### src/rtl/cfi_pkg.sv
// Shared types and constants for the color fade interpolator.
`timescale 1ns / 1ps
`default_nettype none
package cfi_pkg;

   localparam int NUM_LANES   = 4;
   localparam int COLOR_W     = 8;
   localparam int STEP_W      = 16;
   localparam int GAIN_W      = 16;
   localparam int MIX_W       = COLOR_W + STEP_W;
   localparam int PROD_W      = MIX_W + GAIN_W;
   localparam int CSR_IDX_W   = 3;
   localparam int CSR_DATA_W  = 16;
   localparam int CNT_W       = 4;

   // One step per bit of the color, of the gain and of the quotient.
   localparam logic [CNT_W-1:0] MIX_LAST = CNT_W'(COLOR_W - 1);
   localparam logic [CNT_W-1:0] MUL_LAST = CNT_W'(GAIN_W - 1);
   localparam logic [CNT_W-1:0] DIV_LAST = CNT_W'(STEP_W - 1);

   localparam logic [CSR_IDX_W-1:0] CSR_TARGET_RED   = 3'd0;
   localparam logic [CSR_IDX_W-1:0] CSR_TARGET_GREEN = 3'd1;
   localparam logic [CSR_IDX_W-1:0] CSR_TARGET_BLUE  = 3'd2;
   localparam logic [CSR_IDX_W-1:0] CSR_TARGET_ALPHA = 3'd3;
   localparam logic [CSR_IDX_W-1:0] CSR_FADE_STEPS   = 3'd4;
   localparam logic [CSR_IDX_W-1:0] CSR_LEVEL_GAIN   = 3'd5;

   localparam logic [GAIN_W-1:0] GAIN_UNITY = 16'd256;

   typedef enum logic [2:0] {
      ST_IDLE,
      ST_MIX,
      ST_MUL,
      ST_PREP,
      ST_DIV,
      ST_FINISH
   } cfi_state_type;

   typedef struct packed {
      logic load;
      logic mix_en;
      logic mul_en;
      logic prep_en;
      logic div_en;
   } cfi_ctl_type;

endpackage
`default_nettype wire

### src/rtl/cfi_if.sv
// Handshake interfaces for the request, response and register write channels.
`timescale 1ns / 1ps
`default_nettype none
interface cfi_req_if;
   logic       valid;
   logic       ready;
   logic [7:0] now_red;
   logic [7:0] now_green;
   logic [7:0] now_blue;
   logic [7:0] now_alpha;
   modport source (output valid, now_red, now_green, now_blue, now_alpha, input ready);
   modport sink   (input valid, now_red, now_green, now_blue, now_alpha, output ready);
endinterface

interface cfi_rsp_if;
   logic       valid;
   logic       ready;
   logic [7:0] out_red;
   logic [7:0] out_green;
   logic [7:0] out_blue;
   logic [7:0] out_alpha;
   logic       done_res;
   modport source (output valid, out_red, out_green, out_blue, out_alpha, done_res,
                   input ready);
   modport sink   (input valid, out_red, out_green, out_blue, out_alpha, done_res,
                   output ready);
endinterface

interface cfi_csr_if;
   logic        valid;
   logic        ready;
   logic [2:0]  index;
   logic [15:0] wdata;
   modport source (output valid, index, wdata, input ready);
   modport sink   (input valid, index, wdata, output ready);
endinterface
`default_nettype wire

### src/rtl/cfi_lane.sv
// One color channel: bit-serial blend, gain multiply and restoring divide.
`timescale 1ns / 1ps
`default_nettype none
module cfi_lane (
   input  wire logic                        clock,
   input  wire cfi_pkg::cfi_ctl_type        ctl,
   input  wire logic                        latch,
   input  wire logic [cfi_pkg::COLOR_W-1:0] now_col,
   input  wire logic [cfi_pkg::COLOR_W-1:0] target,
   input  wire logic [cfi_pkg::STEP_W-1:0]  remain,
   input  wire logic [cfi_pkg::STEP_W-1:0]  step,
   input  wire logic [cfi_pkg::STEP_W-1:0]  steps,
   input  wire logic                        gain_bit,
   output logic      [cfi_pkg::COLOR_W-1:0] result
);
   import cfi_pkg::*;

   logic [COLOR_W-1:0] start_ff;
   logic [COLOR_W-1:0] sa_ff, sb_ff;
   logic [MIX_W-1:0]   mix_ff, mix_in;
   logic [PROD_W-1:0]  prod_ff, prod_in;
   logic [STEP_W-1:0]  rem_ff, quo_ff;
   logic [PROD_W:0]    biased;
   logic [STEP_W:0]    rem_wide, rem_diff;
   logic               take;

   // MSB-first shift-and-add: start*(N-s) + target*s
   assign mix_in = {mix_ff[MIX_W-2:0], 1'b0}
                 + (sa_ff[COLOR_W-1] ? MIX_W'(remain) : '0)
                 + (sb_ff[COLOR_W-1] ? MIX_W'(step) : '0);

   assign prod_in = {prod_ff[PROD_W-2:0], 1'b0} + (gain_bit ? PROD_W'(mix_ff) : '0);

   // round half up: add 128*N, then drop the low byte
   assign biased = {1'b0, prod_ff} + (PROD_W+1)'({steps, 7'b0});

   assign rem_wide = {rem_ff, quo_ff[STEP_W-1]};
   assign rem_diff = rem_wide - {1'b0, steps};
   assign take     = (rem_wide >= {1'b0, steps});

   always_ff @(posedge clock) begin
      if (ctl.load) begin
         if (latch) begin
            start_ff <= now_col;
         end
         sa_ff   <= latch ? now_col : start_ff;
         sb_ff   <= target;
         mix_ff  <= '0;
         prod_ff <= '0;
      end else if (ctl.mix_en) begin
         mix_ff <= mix_in;
         sa_ff  <= {sa_ff[COLOR_W-2:0], 1'b0};
         sb_ff  <= {sb_ff[COLOR_W-2:0], 1'b0};
      end else if (ctl.mul_en) begin
         prod_ff <= prod_in;
      end else if (ctl.prep_en) begin
         // quotient fits 16 bits, so the upper half is already below N
         rem_ff <= biased[PROD_W-1:PROD_W-STEP_W];
         quo_ff <= biased[PROD_W-STEP_W-1:8];
      end else if (ctl.div_en) begin
         rem_ff <= take ? rem_diff[STEP_W-1:0] : rem_wide[STEP_W-1:0];
         quo_ff <= {quo_ff[STEP_W-2:0], take};
      end
   end

   assign result = quo_ff[COLOR_W-1:0];

endmodule
`default_nettype wire

### src/rtl/cfi_ctrl.sv
// Sequencer that walks the lanes through blend, multiply and divide.
`timescale 1ns / 1ps
`default_nettype none
module cfi_ctrl (
   input  wire logic                 clock,
   input  wire logic                 reset,
   input  wire logic                 req_fire,
   input  wire logic                 fade,
   input  wire logic                 out_free,
   output logic                      req_ready,
   output logic                      out_load,
   output cfi_pkg::cfi_ctl_type      ctl
);
   import cfi_pkg::*;

   cfi_state_type    state_ff, state_in;
   logic [CNT_W-1:0] cnt_ff, cnt_in;

   always_ff @(posedge clock) begin
      if (reset) begin
         state_ff <= ST_IDLE;
         cnt_ff   <= '0;
      end else begin
         state_ff <= state_in;
         cnt_ff   <= cnt_in;
      end
   end

   always_comb begin
      state_in  = state_ff;
      cnt_in    = cnt_ff + 1'b1;
      req_ready = 1'b0;
      out_load  = 1'b0;
      ctl       = '0;
      case (state_ff)
         ST_IDLE: begin
            req_ready = 1'b1;
            cnt_in    = '0;
            if (req_fire) begin
               ctl.load = 1'b1;
               state_in = fade ? ST_MIX : ST_FINISH;
            end
         end
         ST_MIX: begin
            ctl.mix_en = 1'b1;
            if (cnt_ff == MIX_LAST) begin
               cnt_in   = '0;
               state_in = ST_MUL;
            end
         end
         ST_MUL: begin
            ctl.mul_en = 1'b1;
            if (cnt_ff == MUL_LAST) begin
               cnt_in   = '0;
               state_in = ST_PREP;
            end
         end
         ST_PREP: begin
            ctl.prep_en = 1'b1;
            cnt_in      = '0;
            state_in    = ST_DIV;
         end
         ST_DIV: begin
            ctl.div_en = 1'b1;
            if (cnt_ff == DIV_LAST) begin
               cnt_in   = '0;
               state_in = ST_FINISH;
            end
         end
         ST_FINISH: begin
            cnt_in = '0;
            if (out_free) begin
               out_load = 1'b1;
               state_in = ST_IDLE;
            end
         end
         default: begin
            cnt_in   = '0;
            state_in = ST_IDLE;
         end
      endcase
   end

endmodule
`default_nettype wire

### src/rtl/color_fade_interpolator.sv
// Top level: linear RGBA fade with Q8.8 gain, four bit-serial lanes.
// During a fade a request beat runs through 8 blend, 16 multiply, 1 round and 16 divide
// steps, then the finish state loads the response register; once the fade is done it goes
// straight to the finish state. A new request is taken only in idle, after the response
// register has been loaded, and the finish state stalls while a held response is not yet taken.
// Reset clears step count, configuration registers (gain to unity) and response valid; no clearing pass.
`timescale 1ns / 1ps
`default_nettype none
module color_fade_interpolator (
   input  wire logic clock,
   input  wire logic reset,
   cfi_req_if.sink   req_bus,
   cfi_rsp_if.source rsp_bus,
   cfi_csr_if.sink   csr_bus
);
   import cfi_pkg::*;

   logic [COLOR_W-1:0] target_ff [NUM_LANES];
   logic [STEP_W-1:0]  steps_ff;
   logic [GAIN_W-1:0]  gain_ff;
   logic [STEP_W-1:0]  step_ff;
   logic [STEP_W-1:0]  s_ff, ns_ff;
   logic [GAIN_W-1:0]  gsh_ff;
   logic               fade_ff;

   logic               out_valid_ff;
   logic [COLOR_W-1:0] out_col_ff [NUM_LANES];
   logic               done_ff;

   logic [COLOR_W-1:0] now_col [NUM_LANES];
   logic [COLOR_W-1:0] lane_res [NUM_LANES];
   logic               req_ready, req_fire, csr_fire, csr_hit;
   logic               fade, out_free, out_load, latch;
   cfi_ctl_type        ctl;

   assign now_col[0] = req_bus.now_red;
   assign now_col[1] = req_bus.now_green;
   assign now_col[2] = req_bus.now_blue;
   assign now_col[3] = req_bus.now_alpha;

   assign req_bus.ready = req_ready;
   assign req_fire      = req_bus.valid && req_ready;
   assign csr_bus.ready = 1'b1;
   assign csr_fire      = csr_bus.valid;
   assign csr_hit       = csr_fire && (csr_bus.index inside {[CSR_TARGET_RED:CSR_LEVEL_GAIN]});
   assign fade          = (step_ff < steps_ff);
   assign latch         = (step_ff == '0);
   assign out_free      = !out_valid_ff || rsp_bus.ready;

   cfi_ctrl u_ctrl (
      .clock     (clock),
      .reset     (reset),
      .req_fire  (req_fire),
      .fade      (fade),
      .out_free  (out_free),
      .req_ready (req_ready),
      .out_load  (out_load),
      .ctl       (ctl)
   );

   for (genvar i = 0; i < NUM_LANES; i++) begin : g_lane
      cfi_lane u_lane (
         .clock    (clock),
         .ctl      (ctl),
         .latch    (latch),
         .now_col  (now_col[i]),
         .target   (target_ff[i]),
         .remain   (ns_ff),
         .step     (s_ff),
         .steps    (steps_ff),
         .gain_bit (gsh_ff[GAIN_W-1]),
         .result   (lane_res[i])
      );
   end

   // configuration registers and step count
   always_ff @(posedge clock) begin
      if (reset) begin
         for (int i = 0; i < NUM_LANES; i++) begin
            target_ff[i] <= '0;
         end
         steps_ff <= '0;
         gain_ff  <= GAIN_UNITY;
         step_ff  <= '0;
      end else begin
         if (csr_fire) begin
            case (csr_bus.index)
               CSR_TARGET_RED:   target_ff[0] <= csr_bus.wdata[COLOR_W-1:0];
               CSR_TARGET_GREEN: target_ff[1] <= csr_bus.wdata[COLOR_W-1:0];
               CSR_TARGET_BLUE:  target_ff[2] <= csr_bus.wdata[COLOR_W-1:0];
               CSR_TARGET_ALPHA: target_ff[3] <= csr_bus.wdata[COLOR_W-1:0];
               CSR_FADE_STEPS:   steps_ff     <= csr_bus.wdata[STEP_W-1:0];
               CSR_LEVEL_GAIN:   gain_ff      <= csr_bus.wdata[GAIN_W-1:0];
               default: ;
            endcase
         end
         if (csr_hit) begin
            step_ff <= '0;
         end else if (req_fire && fade) begin
            step_ff <= step_ff + 1'b1;
         end
      end
   end

   // per-beat operands, held while the lanes work; the gain copy shifts during the multiply
   always_ff @(posedge clock) begin
      if (req_fire) begin
         s_ff    <= step_ff;
         ns_ff   <= steps_ff - step_ff;
         gsh_ff  <= gain_ff;
         fade_ff <= fade;
      end else if (ctl.mul_en) begin
         gsh_ff <= {gsh_ff[GAIN_W-2:0], 1'b0};
      end
   end

   // response register
   always_ff @(posedge clock) begin
      if (reset) begin
         out_valid_ff <= 1'b0;
      end else if (out_load) begin
         out_valid_ff <= 1'b1;
      end else if (rsp_bus.ready) begin
         out_valid_ff <= 1'b0;
      end
   end

   always_ff @(posedge clock) begin
      if (out_load) begin
         for (int i = 0; i < NUM_LANES; i++) begin
            out_col_ff[i] <= fade_ff ? lane_res[i] : target_ff[i];
         end
         done_ff <= !fade_ff;
      end
   end

   assign rsp_bus.valid     = out_valid_ff;
   assign rsp_bus.out_red   = out_col_ff[0];
   assign rsp_bus.out_green = out_col_ff[1];
   assign rsp_bus.out_blue  = out_col_ff[2];
   assign rsp_bus.out_alpha = out_col_ff[3];
   assign rsp_bus.done_res  = done_ff;

endmodule
`default_nettype wire
### src/flat_wrapper.sv
// flat-port wrapper written by rule: the top's interface ports become plain ports
module color_fade_interpolator_flat import cfi_pkg::*;
  (clock, reset, req_bus_valid, req_bus_now_red, req_bus_now_green, req_bus_now_blue, req_bus_now_alpha, req_bus_ready, rsp_bus_valid, rsp_bus_out_red, rsp_bus_out_green, rsp_bus_out_blue, rsp_bus_out_alpha, rsp_bus_done_res, rsp_bus_ready, csr_bus_valid, csr_bus_index, csr_bus_wdata, csr_bus_ready);
  cfi_req_if req_bus_i ();
  cfi_rsp_if rsp_bus_i ();
  cfi_csr_if csr_bus_i ();
  input  wire logic clock;
  input  wire logic reset;
  input wire logic [$bits(req_bus_i.valid)-1:0] req_bus_valid;
  input wire logic [$bits(req_bus_i.now_red)-1:0] req_bus_now_red;
  input wire logic [$bits(req_bus_i.now_green)-1:0] req_bus_now_green;
  input wire logic [$bits(req_bus_i.now_blue)-1:0] req_bus_now_blue;
  input wire logic [$bits(req_bus_i.now_alpha)-1:0] req_bus_now_alpha;
  output wire logic [$bits(req_bus_i.ready)-1:0] req_bus_ready;
  output wire logic [$bits(rsp_bus_i.valid)-1:0] rsp_bus_valid;
  output wire logic [$bits(rsp_bus_i.out_red)-1:0] rsp_bus_out_red;
  output wire logic [$bits(rsp_bus_i.out_green)-1:0] rsp_bus_out_green;
  output wire logic [$bits(rsp_bus_i.out_blue)-1:0] rsp_bus_out_blue;
  output wire logic [$bits(rsp_bus_i.out_alpha)-1:0] rsp_bus_out_alpha;
  output wire logic [$bits(rsp_bus_i.done_res)-1:0] rsp_bus_done_res;
  input wire logic [$bits(rsp_bus_i.ready)-1:0] rsp_bus_ready;
  input wire logic [$bits(csr_bus_i.valid)-1:0] csr_bus_valid;
  input wire logic [$bits(csr_bus_i.index)-1:0] csr_bus_index;
  input wire logic [$bits(csr_bus_i.wdata)-1:0] csr_bus_wdata;
  output wire logic [$bits(csr_bus_i.ready)-1:0] csr_bus_ready;
  assign req_bus_i.valid = req_bus_valid;
  assign req_bus_i.now_red = req_bus_now_red;
  assign req_bus_i.now_green = req_bus_now_green;
  assign req_bus_i.now_blue = req_bus_now_blue;
  assign req_bus_i.now_alpha = req_bus_now_alpha;
  assign req_bus_ready = req_bus_i.ready;
  assign rsp_bus_valid = rsp_bus_i.valid;
  assign rsp_bus_out_red = rsp_bus_i.out_red;
  assign rsp_bus_out_green = rsp_bus_i.out_green;
  assign rsp_bus_out_blue = rsp_bus_i.out_blue;
  assign rsp_bus_out_alpha = rsp_bus_i.out_alpha;
  assign rsp_bus_done_res = rsp_bus_i.done_res;
  assign rsp_bus_i.ready = rsp_bus_ready;
  assign csr_bus_i.valid = csr_bus_valid;
  assign csr_bus_i.index = csr_bus_index;
  assign csr_bus_i.wdata = csr_bus_wdata;
  assign csr_bus_ready = csr_bus_i.ready;
  color_fade_interpolator u_core (.clock(clock), .reset(reset), .req_bus(req_bus_i), .rsp_bus(rsp_bus_i), .csr_bus(csr_bus_i));
endmodule
### config.mk
export PLATFORM = sky130hd
export DESIGN_NAME = color_fade_interpolator_flat
export DESIGN_NICKNAME = d
export VERILOG_FILES = /design/src/rtl/cfi_pkg.sv /design/src/rtl/cfi_if.sv /design/src/rtl/cfi_lane.sv /design/src/rtl/cfi_ctrl.sv /design/src/rtl/color_fade_interpolator.sv /design/src/flat_wrapper.sv
export SDC_FILE = /design/constraint.sdc
export NUM_CORES = 2
export LEC_CHECK = 0
export BUFFER_PORTS_ARGS = -buffer_cell sky130_fd_sc_hd__buf_2
export CORE_MARGIN = 4
export CORE_UTILIZATION = 51
export DETAILED_ROUTE_END_ITERATION = 10
export PLACE_DENSITY = 0.67
export SLEW_MARGIN = 0
export SYNTH_ARGS = -nofsm -noshare
export SYNTH_HDL_FRONTEND = slang
export SYNTH_HIERARCHICAL = 1
export SYNTH_SLANG_ARGS = --single-unit
export TNS_END_PERCENT = 10
### constraint.sdc
create_clock -name clock -period 9.6 [get_ports clock]
set_input_delay 1.92 -clock clock [delete_from_list [all_inputs] [get_ports clock]]
set_output_delay 1.92 -clock clock [all_outputs]
set_load 0.05 [all_outputs]
# Word level (Yosys, flattened, before mapping)

Memory sizes are Yosys's and may differ from the RTL's.
Index checks and enable logic that the tools add are counted.

Register bits: 586
Latch bits: 0
Memory bits (writable): 64
Bits in read-only memories: 0
Input port bits: 56
Output and inout port bits: 36
Word-level logic and storage cells: 219
Memories kept: 2

Memories:

| name              | depth | bits a word | rd ports | clocked after memory_dff | write ports | line                          | source |
|---|---|---|---|---|---|---|---|
| u_core.out_col_ff | 4     | 8           | 4        | 0                        | 4           | color_fade_interpolator.sv:27 | `logic [COLOR_W-1:0] out_col_ff [NUM_LANES];` |
| u_core.target_ff  | 4     | 8           | 4        | 0                        | 4           | color_fade_interpolator.sv:18 | `logic [COLOR_W-1:0] target_ff [NUM_LANES];` |

Add/subtract/negate cells: 23
Multipliers: 0
Div/mod/pow operators: 0
Magnitude comparators: 7
Eq/ne operators: 17
Shift-type cells: 0
Multiplexer cells: 103
Bitwise logic cells: 7
Reductions and logical operators: 21

Operator list:

| kind                    | number |
|---|---|
| $mux W16                | 30 |
| $mux W8                 | 28 |
| $add A40 B23 Y40        | 4 |
| $add A40 B24 Y40        | 4 |
| $add A24 B16 Y24        | 4 |
| $add A24 B24 Y24        | 4 |
| $mux W24                | 4 |
| $sub A16 B16 Y16        | 5 |
| $ge A17 B16 Y1          | 4 |
| $mux W1                 | 31 |
| $mux W3                 | 6 |
| $pmux W3 S6             | 1 |
| $add A16 B1 Y16 const B | 1 |
| $logic_not A16 Y1       | 1 |
| $lt A16 B16 Y1          | 1 |
| $eq A3 B2 Y1 const B    | 4 |
| $eq A3 B3 Y1 const B    | 4 |
| $mux W4                 | 2 |
| $pmux W4 S2             | 1 |
| $reduce_bool A2 Y1      | 4 |
| $eq A3 B1 Y1 const B    | 2 |
| $logic_not A3 Y1        | 2 |
| $ne A2 B2 Y1 const B    | 3 |
| $reduce_and A2 Y1       | 3 |
| other kinds (14)        | 25 |

# Depth between registers and ports, before layout

Depth in word-level cells: 7
Depth in mapped cells: 16
Mapped depth without buffers: 15

# By module

Netlist, hierarchy kept.

Modules (own cells, without submodules):

| module                                  | times used | cells each | area an instance (um^2) |
|---|---|---|---|
| cfi_lane at u_core.g_lane[1].u_lane ... | 2          | 1090       | 9444.1 |
| cfi_lane at u_core.g_lane[0].u_lane     | 1          | 1078       | 9688.0 |
| cfi_lane at u_core.g_lane[3].u_lane     | 1          | 1060       | 9506.6 |
| color_fade_interpolator                 | 1          | 627        | 7259.5 |
| cfi_ctrl                                | 1          | 54         | 484.2 |

# Worst setup path after synthesis

OpenSTA, ideal clock, no wires.

Path kind: input -> register
Start point: in req_bus_valid
End point: reg u_core.g_lane[0].u_lane.quo_ff[0] (enable)
Library setup time: 0.461 ns
Arrival time: 6.919 ns
Slack: 2.220 ns
Stages: 8
Path through: nand2_1 > clkinv_1 > clkbuf_1 > and2_1 > clkbuf_1 > clkinv_1 > nand2_1 > nor3_1

RTL lines:

| element              | line              | source |
|---|---|---|
| from (decl)          | flat_wrapper.sv:9 | `input wire logic [$bits(req_bus_i.valid)-1:0] req_bus_valid;` |
| to (signal assigned) | cfi_lane.sv:59    | `quo_ff <= biased[PROD_W-STEP_W-1:8];` |
| to (signal assigned) | cfi_lane.sv:62    | `quo_ff <= {quo_ff[STEP_W-2:0], take};` |
| to (decl)            | cfi_lane.sv:22    | `logic [STEP_W-1:0] rem_ff, quo_ff;` |

==> results.toml <==
[timing]
period_minus_slack_ps = 4350
drv_slew = 0
finalSetupTns_ps = 0
rsz0062_at_grt = "no"
slew_headroom = 0.221
worst_pin_slew_ps = 1170
hold_violations = 0
setup_violations = 0
holdWs_ps = 452
max_freq_mhz = 230
finalCritPeriodShare = 0.453
final.setup_skew_ps = 36.7

[clock_network]
clock_sinks = 650
cts_resized = 0
post_cts_buffers = 0
clk_pin_slew_ps = 60
cts_buffers = 75
clk_path_buf_depth = 3
cts_max_level = 3
clock_latency_ps = 640
root_buffer = "clkbuf_16"
cts_tree = "done"
ctsHoldBuffers = 0

[worst_setup_path]
crit_fanout = 121
crit_family = "buffers and inverters"
path_cells = "buf_2 -> nand2_1 -> buf_4 -> clkinv_1 -> and2_4 -> buf_12 -> buf_4 -> mux2_2"
cp-start-kind = "primary input"
required_ps = 9970
worst_path_most_repeated_cell = "buf_4"
cp_slowest_stage_delay_ps = 920
cpMaxStageDelayCell = "buf_4"
endpoint_kind = "flop"
crit_buf_inv = 5
path_class = "primary input to flop"
crit_arrival_ps = 4720

[grt]
grtUsageTotal = 0.256
grt_overflow = 0
met3_usage = 0.0427
gr-usage-met2 = 0.391
first_global_vias = 34100
antenna_found_initial = 6
grt_busiest_layer = "met2"
use_met1 = 0.374
grt_max_degree = 122
grt_pass1_wl_um = 193000

[place]
gp_congestion = 0.910
dpl.hpwl_um = 86300
dp_cells = 6054
io_buffer_count = 90

[cells_and_area]
final_cells = 6198
drive_gt1_frac = 0.109
nFillCells = 7921
area_growth_pct = 8.22
layout.nets = 5402
layout_common_cells = "nand2_1 (493), a21oi_1 (444), nor2_1 (425)"
mostFrequentLayoutCell = "nand2_1"

[detailed_routing]
routed-via-count = 36700
drt-total-wl_um = 124000
drt-vias-per-instance = 5.92
drc_errors = 0
first_pass_iters = 6
drtAntennaViolNets = 0
wl_per_cell_um = 19.9
drt_iter0_markers = 3257

[synth]
synth_warnings = 6
ys_seq_area_frac = 0.358
syn_area_um2 = 45800
ys_ff_latch = 650
synth_edf_count = 338
ys_types = 115
synth_area_per_cell_um2 = 9.17
synthesis.instances = 4999
syn_nets = 5435
async_reset_ff_frac = 0
ys.flop_type = "edfxtp_1"

[floorplanning]
rows = 109
ios = 92
fp.dieArea_um2 = 94700
start_util = 0.516
fp.dieW_um = 308
die_y_um = 308
fp.coreArea_um2 = 88800

[pwr]
p_per_area_nw_per_um2 = 246
p_leak_uw = 0.0193
vdd_drop_max_uv = 160

[min_path]
worst_hold_path_type = "flop to flop"

[job]
drv_cap = 0

[run_status]
status = "finished, final reports clean"
-- stage by stage --
| stage | util | setup slack, ps | instance area, µm² | power, µW |
|---|---|---|---|---|
| 6_report | 0.559 | 5250 | 49600 | 12200 |
| 2_1_floorplan | - | 2220 | 45800 | 7990 |
| 3_3_place_gp | 0.529 | 4680 | 47000 | 9050 |
| 3_5_place_dp | 0.529 | 4640 | 47000 | 9140 |
| 5_1_grt | 0.558 | 4870 | 49600 | 13000 |
| 4_1_cts | 0.558 | 5240 | 49600 | 12200 |
-- synthesized netlist by cell type, drive strengths merged, types with 53 or more instances --
cell	n	area, µm²
and3	53	342
o21ai	180	916
buf	88	566
nor2b	56	350
ha	303	3790
edfxtp	338	10100
a21oi	456	2330
a21o	76	571
mux2	160	1800
mux2i	91	911
fa	77	1540
clkbuf	158	598
nor3	95	480
xor2	132	1160
nand3	125	636
a211oi	113	878
inv	200	751
nor2	428	1610
dfxtp	312	6250
nand2	496	1880
and2	281	1760
xnor2	199	1740
-- registers in the layout, summed over array words and instances, names as in the netlist, 3 cells and up --
register and cells:
u_core/g_lane.u_lane/sa_ff 32, u_core/gsh_ff 16, u_core/g_lane.u_lane/prod_ff 160, u_core/s_ff 16
u_core/step_ff 16, u_core/gain_ff 16, u_core/ns_ff 16, u_core/g_lane.u_lane/mix_ff 96
u_core/out_col_ff 32, u_core/target_ff 32, u_core/u_ctrl/state_ff 3, u_core/g_lane.u_lane/sb_ff 32
u_core/steps_ff 16, u_core/g_lane.u_lane/start_ff 32, u_core/g_lane.u_lane/rem_ff 64, u_core/g_lane.u_lane/quo_ff 64
u_core/u_ctrl/cnt_ff 4
-- cells by family (layout without fill, tap and decap cells) --
| kind of cell | after synthesis | count (layout) | synth area share |
|---|---|---|---|
| AOI/OAI and AO/OA | 1166 | 1166 | 0.169 |
| xor gates and xnor gates | 331 | 331 | 0.0633 |
| adders and majority gates | 380 | 380 | 0.116 |
| buffers and inverters | 448 | 477 | 0.0419 |
| DFF | 650 | 650 | 0.358 |
| muxes | 251 | 251 | 0.0592 |
| other | 1 | 6 | 0.0000818 |
| and+or+nand+nor | 1772 | 1772 | 0.192 |
-- routing by layer --
| layer | vias up | routed length (µm) |
|---|---|---|
| met2 | 1122 | 53600 |
| met3 | 152 | 9210 |
| met5 | - | 10 |
| met1 | 17600 | 58000 |
| li1 | 17900 | - |
| met4 | 2 | 2740 |
-- power breakdown --
part           switching (µW)  total, µW  internal (µW)
Clock                    1210       3020           1810
Combinational            2870       4880           2010
Sequential                508       4290           3780
Total                    4590      12200           7600
-- cell type report --
type,count,area (µm²),share of cell area
multi-input combinational,3901,27600,0.556
sequential,650,16400,0.331
clock buffer,101,2060,0.0415
tap,1165,1460,0.0294
timing repair buffer,136,808,0.0163
inverter,202,766,0.0154
clock inverter,38,517,0.0104
antenna,5,12.5,0.000252
-- tightest hold or removal path: cells and delay by family, from the launching register on --
| family | cells | cell delay, ps |
|---|---|---|
| flip-flops | 1 | 310 |
| AND/OR/NAND/NOR | 1 | 50 |
| AO/OA/AOI/OAI | 1 | 50 |
-- final timing paths --
path / depth (start not counted) / from / to / slack, ps
max reg2reg: 14 / u_core/gsh_ff[15]$_DFFE_PP_ / u_core/g_lane[1].u_lane/prod_ff[33]$_SDFFE_PP0P_ / 5250
min: 2 / u_core/g_lane[3].u_lane/prod_ff[0]$_SDFFE_PP0P_ / u_core/g_lane[3].u_lane/prod_ff[0]$_SDFFE_PP0P_ / 450
min reg2reg: 2 / u_core/g_lane[3].u_lane/prod_ff[0]$_SDFFE_PP0P_ / u_core/g_lane[3].u_lane/prod_ff[0]$_SDFFE_PP0P_ / 450
max: 8 / req_bus_valid / u_core/g_lane[3].u_lane/sa_ff[2]$_DFFE_PP_ / 5250
Note: power is estimated with default switching activity, not from simulation.
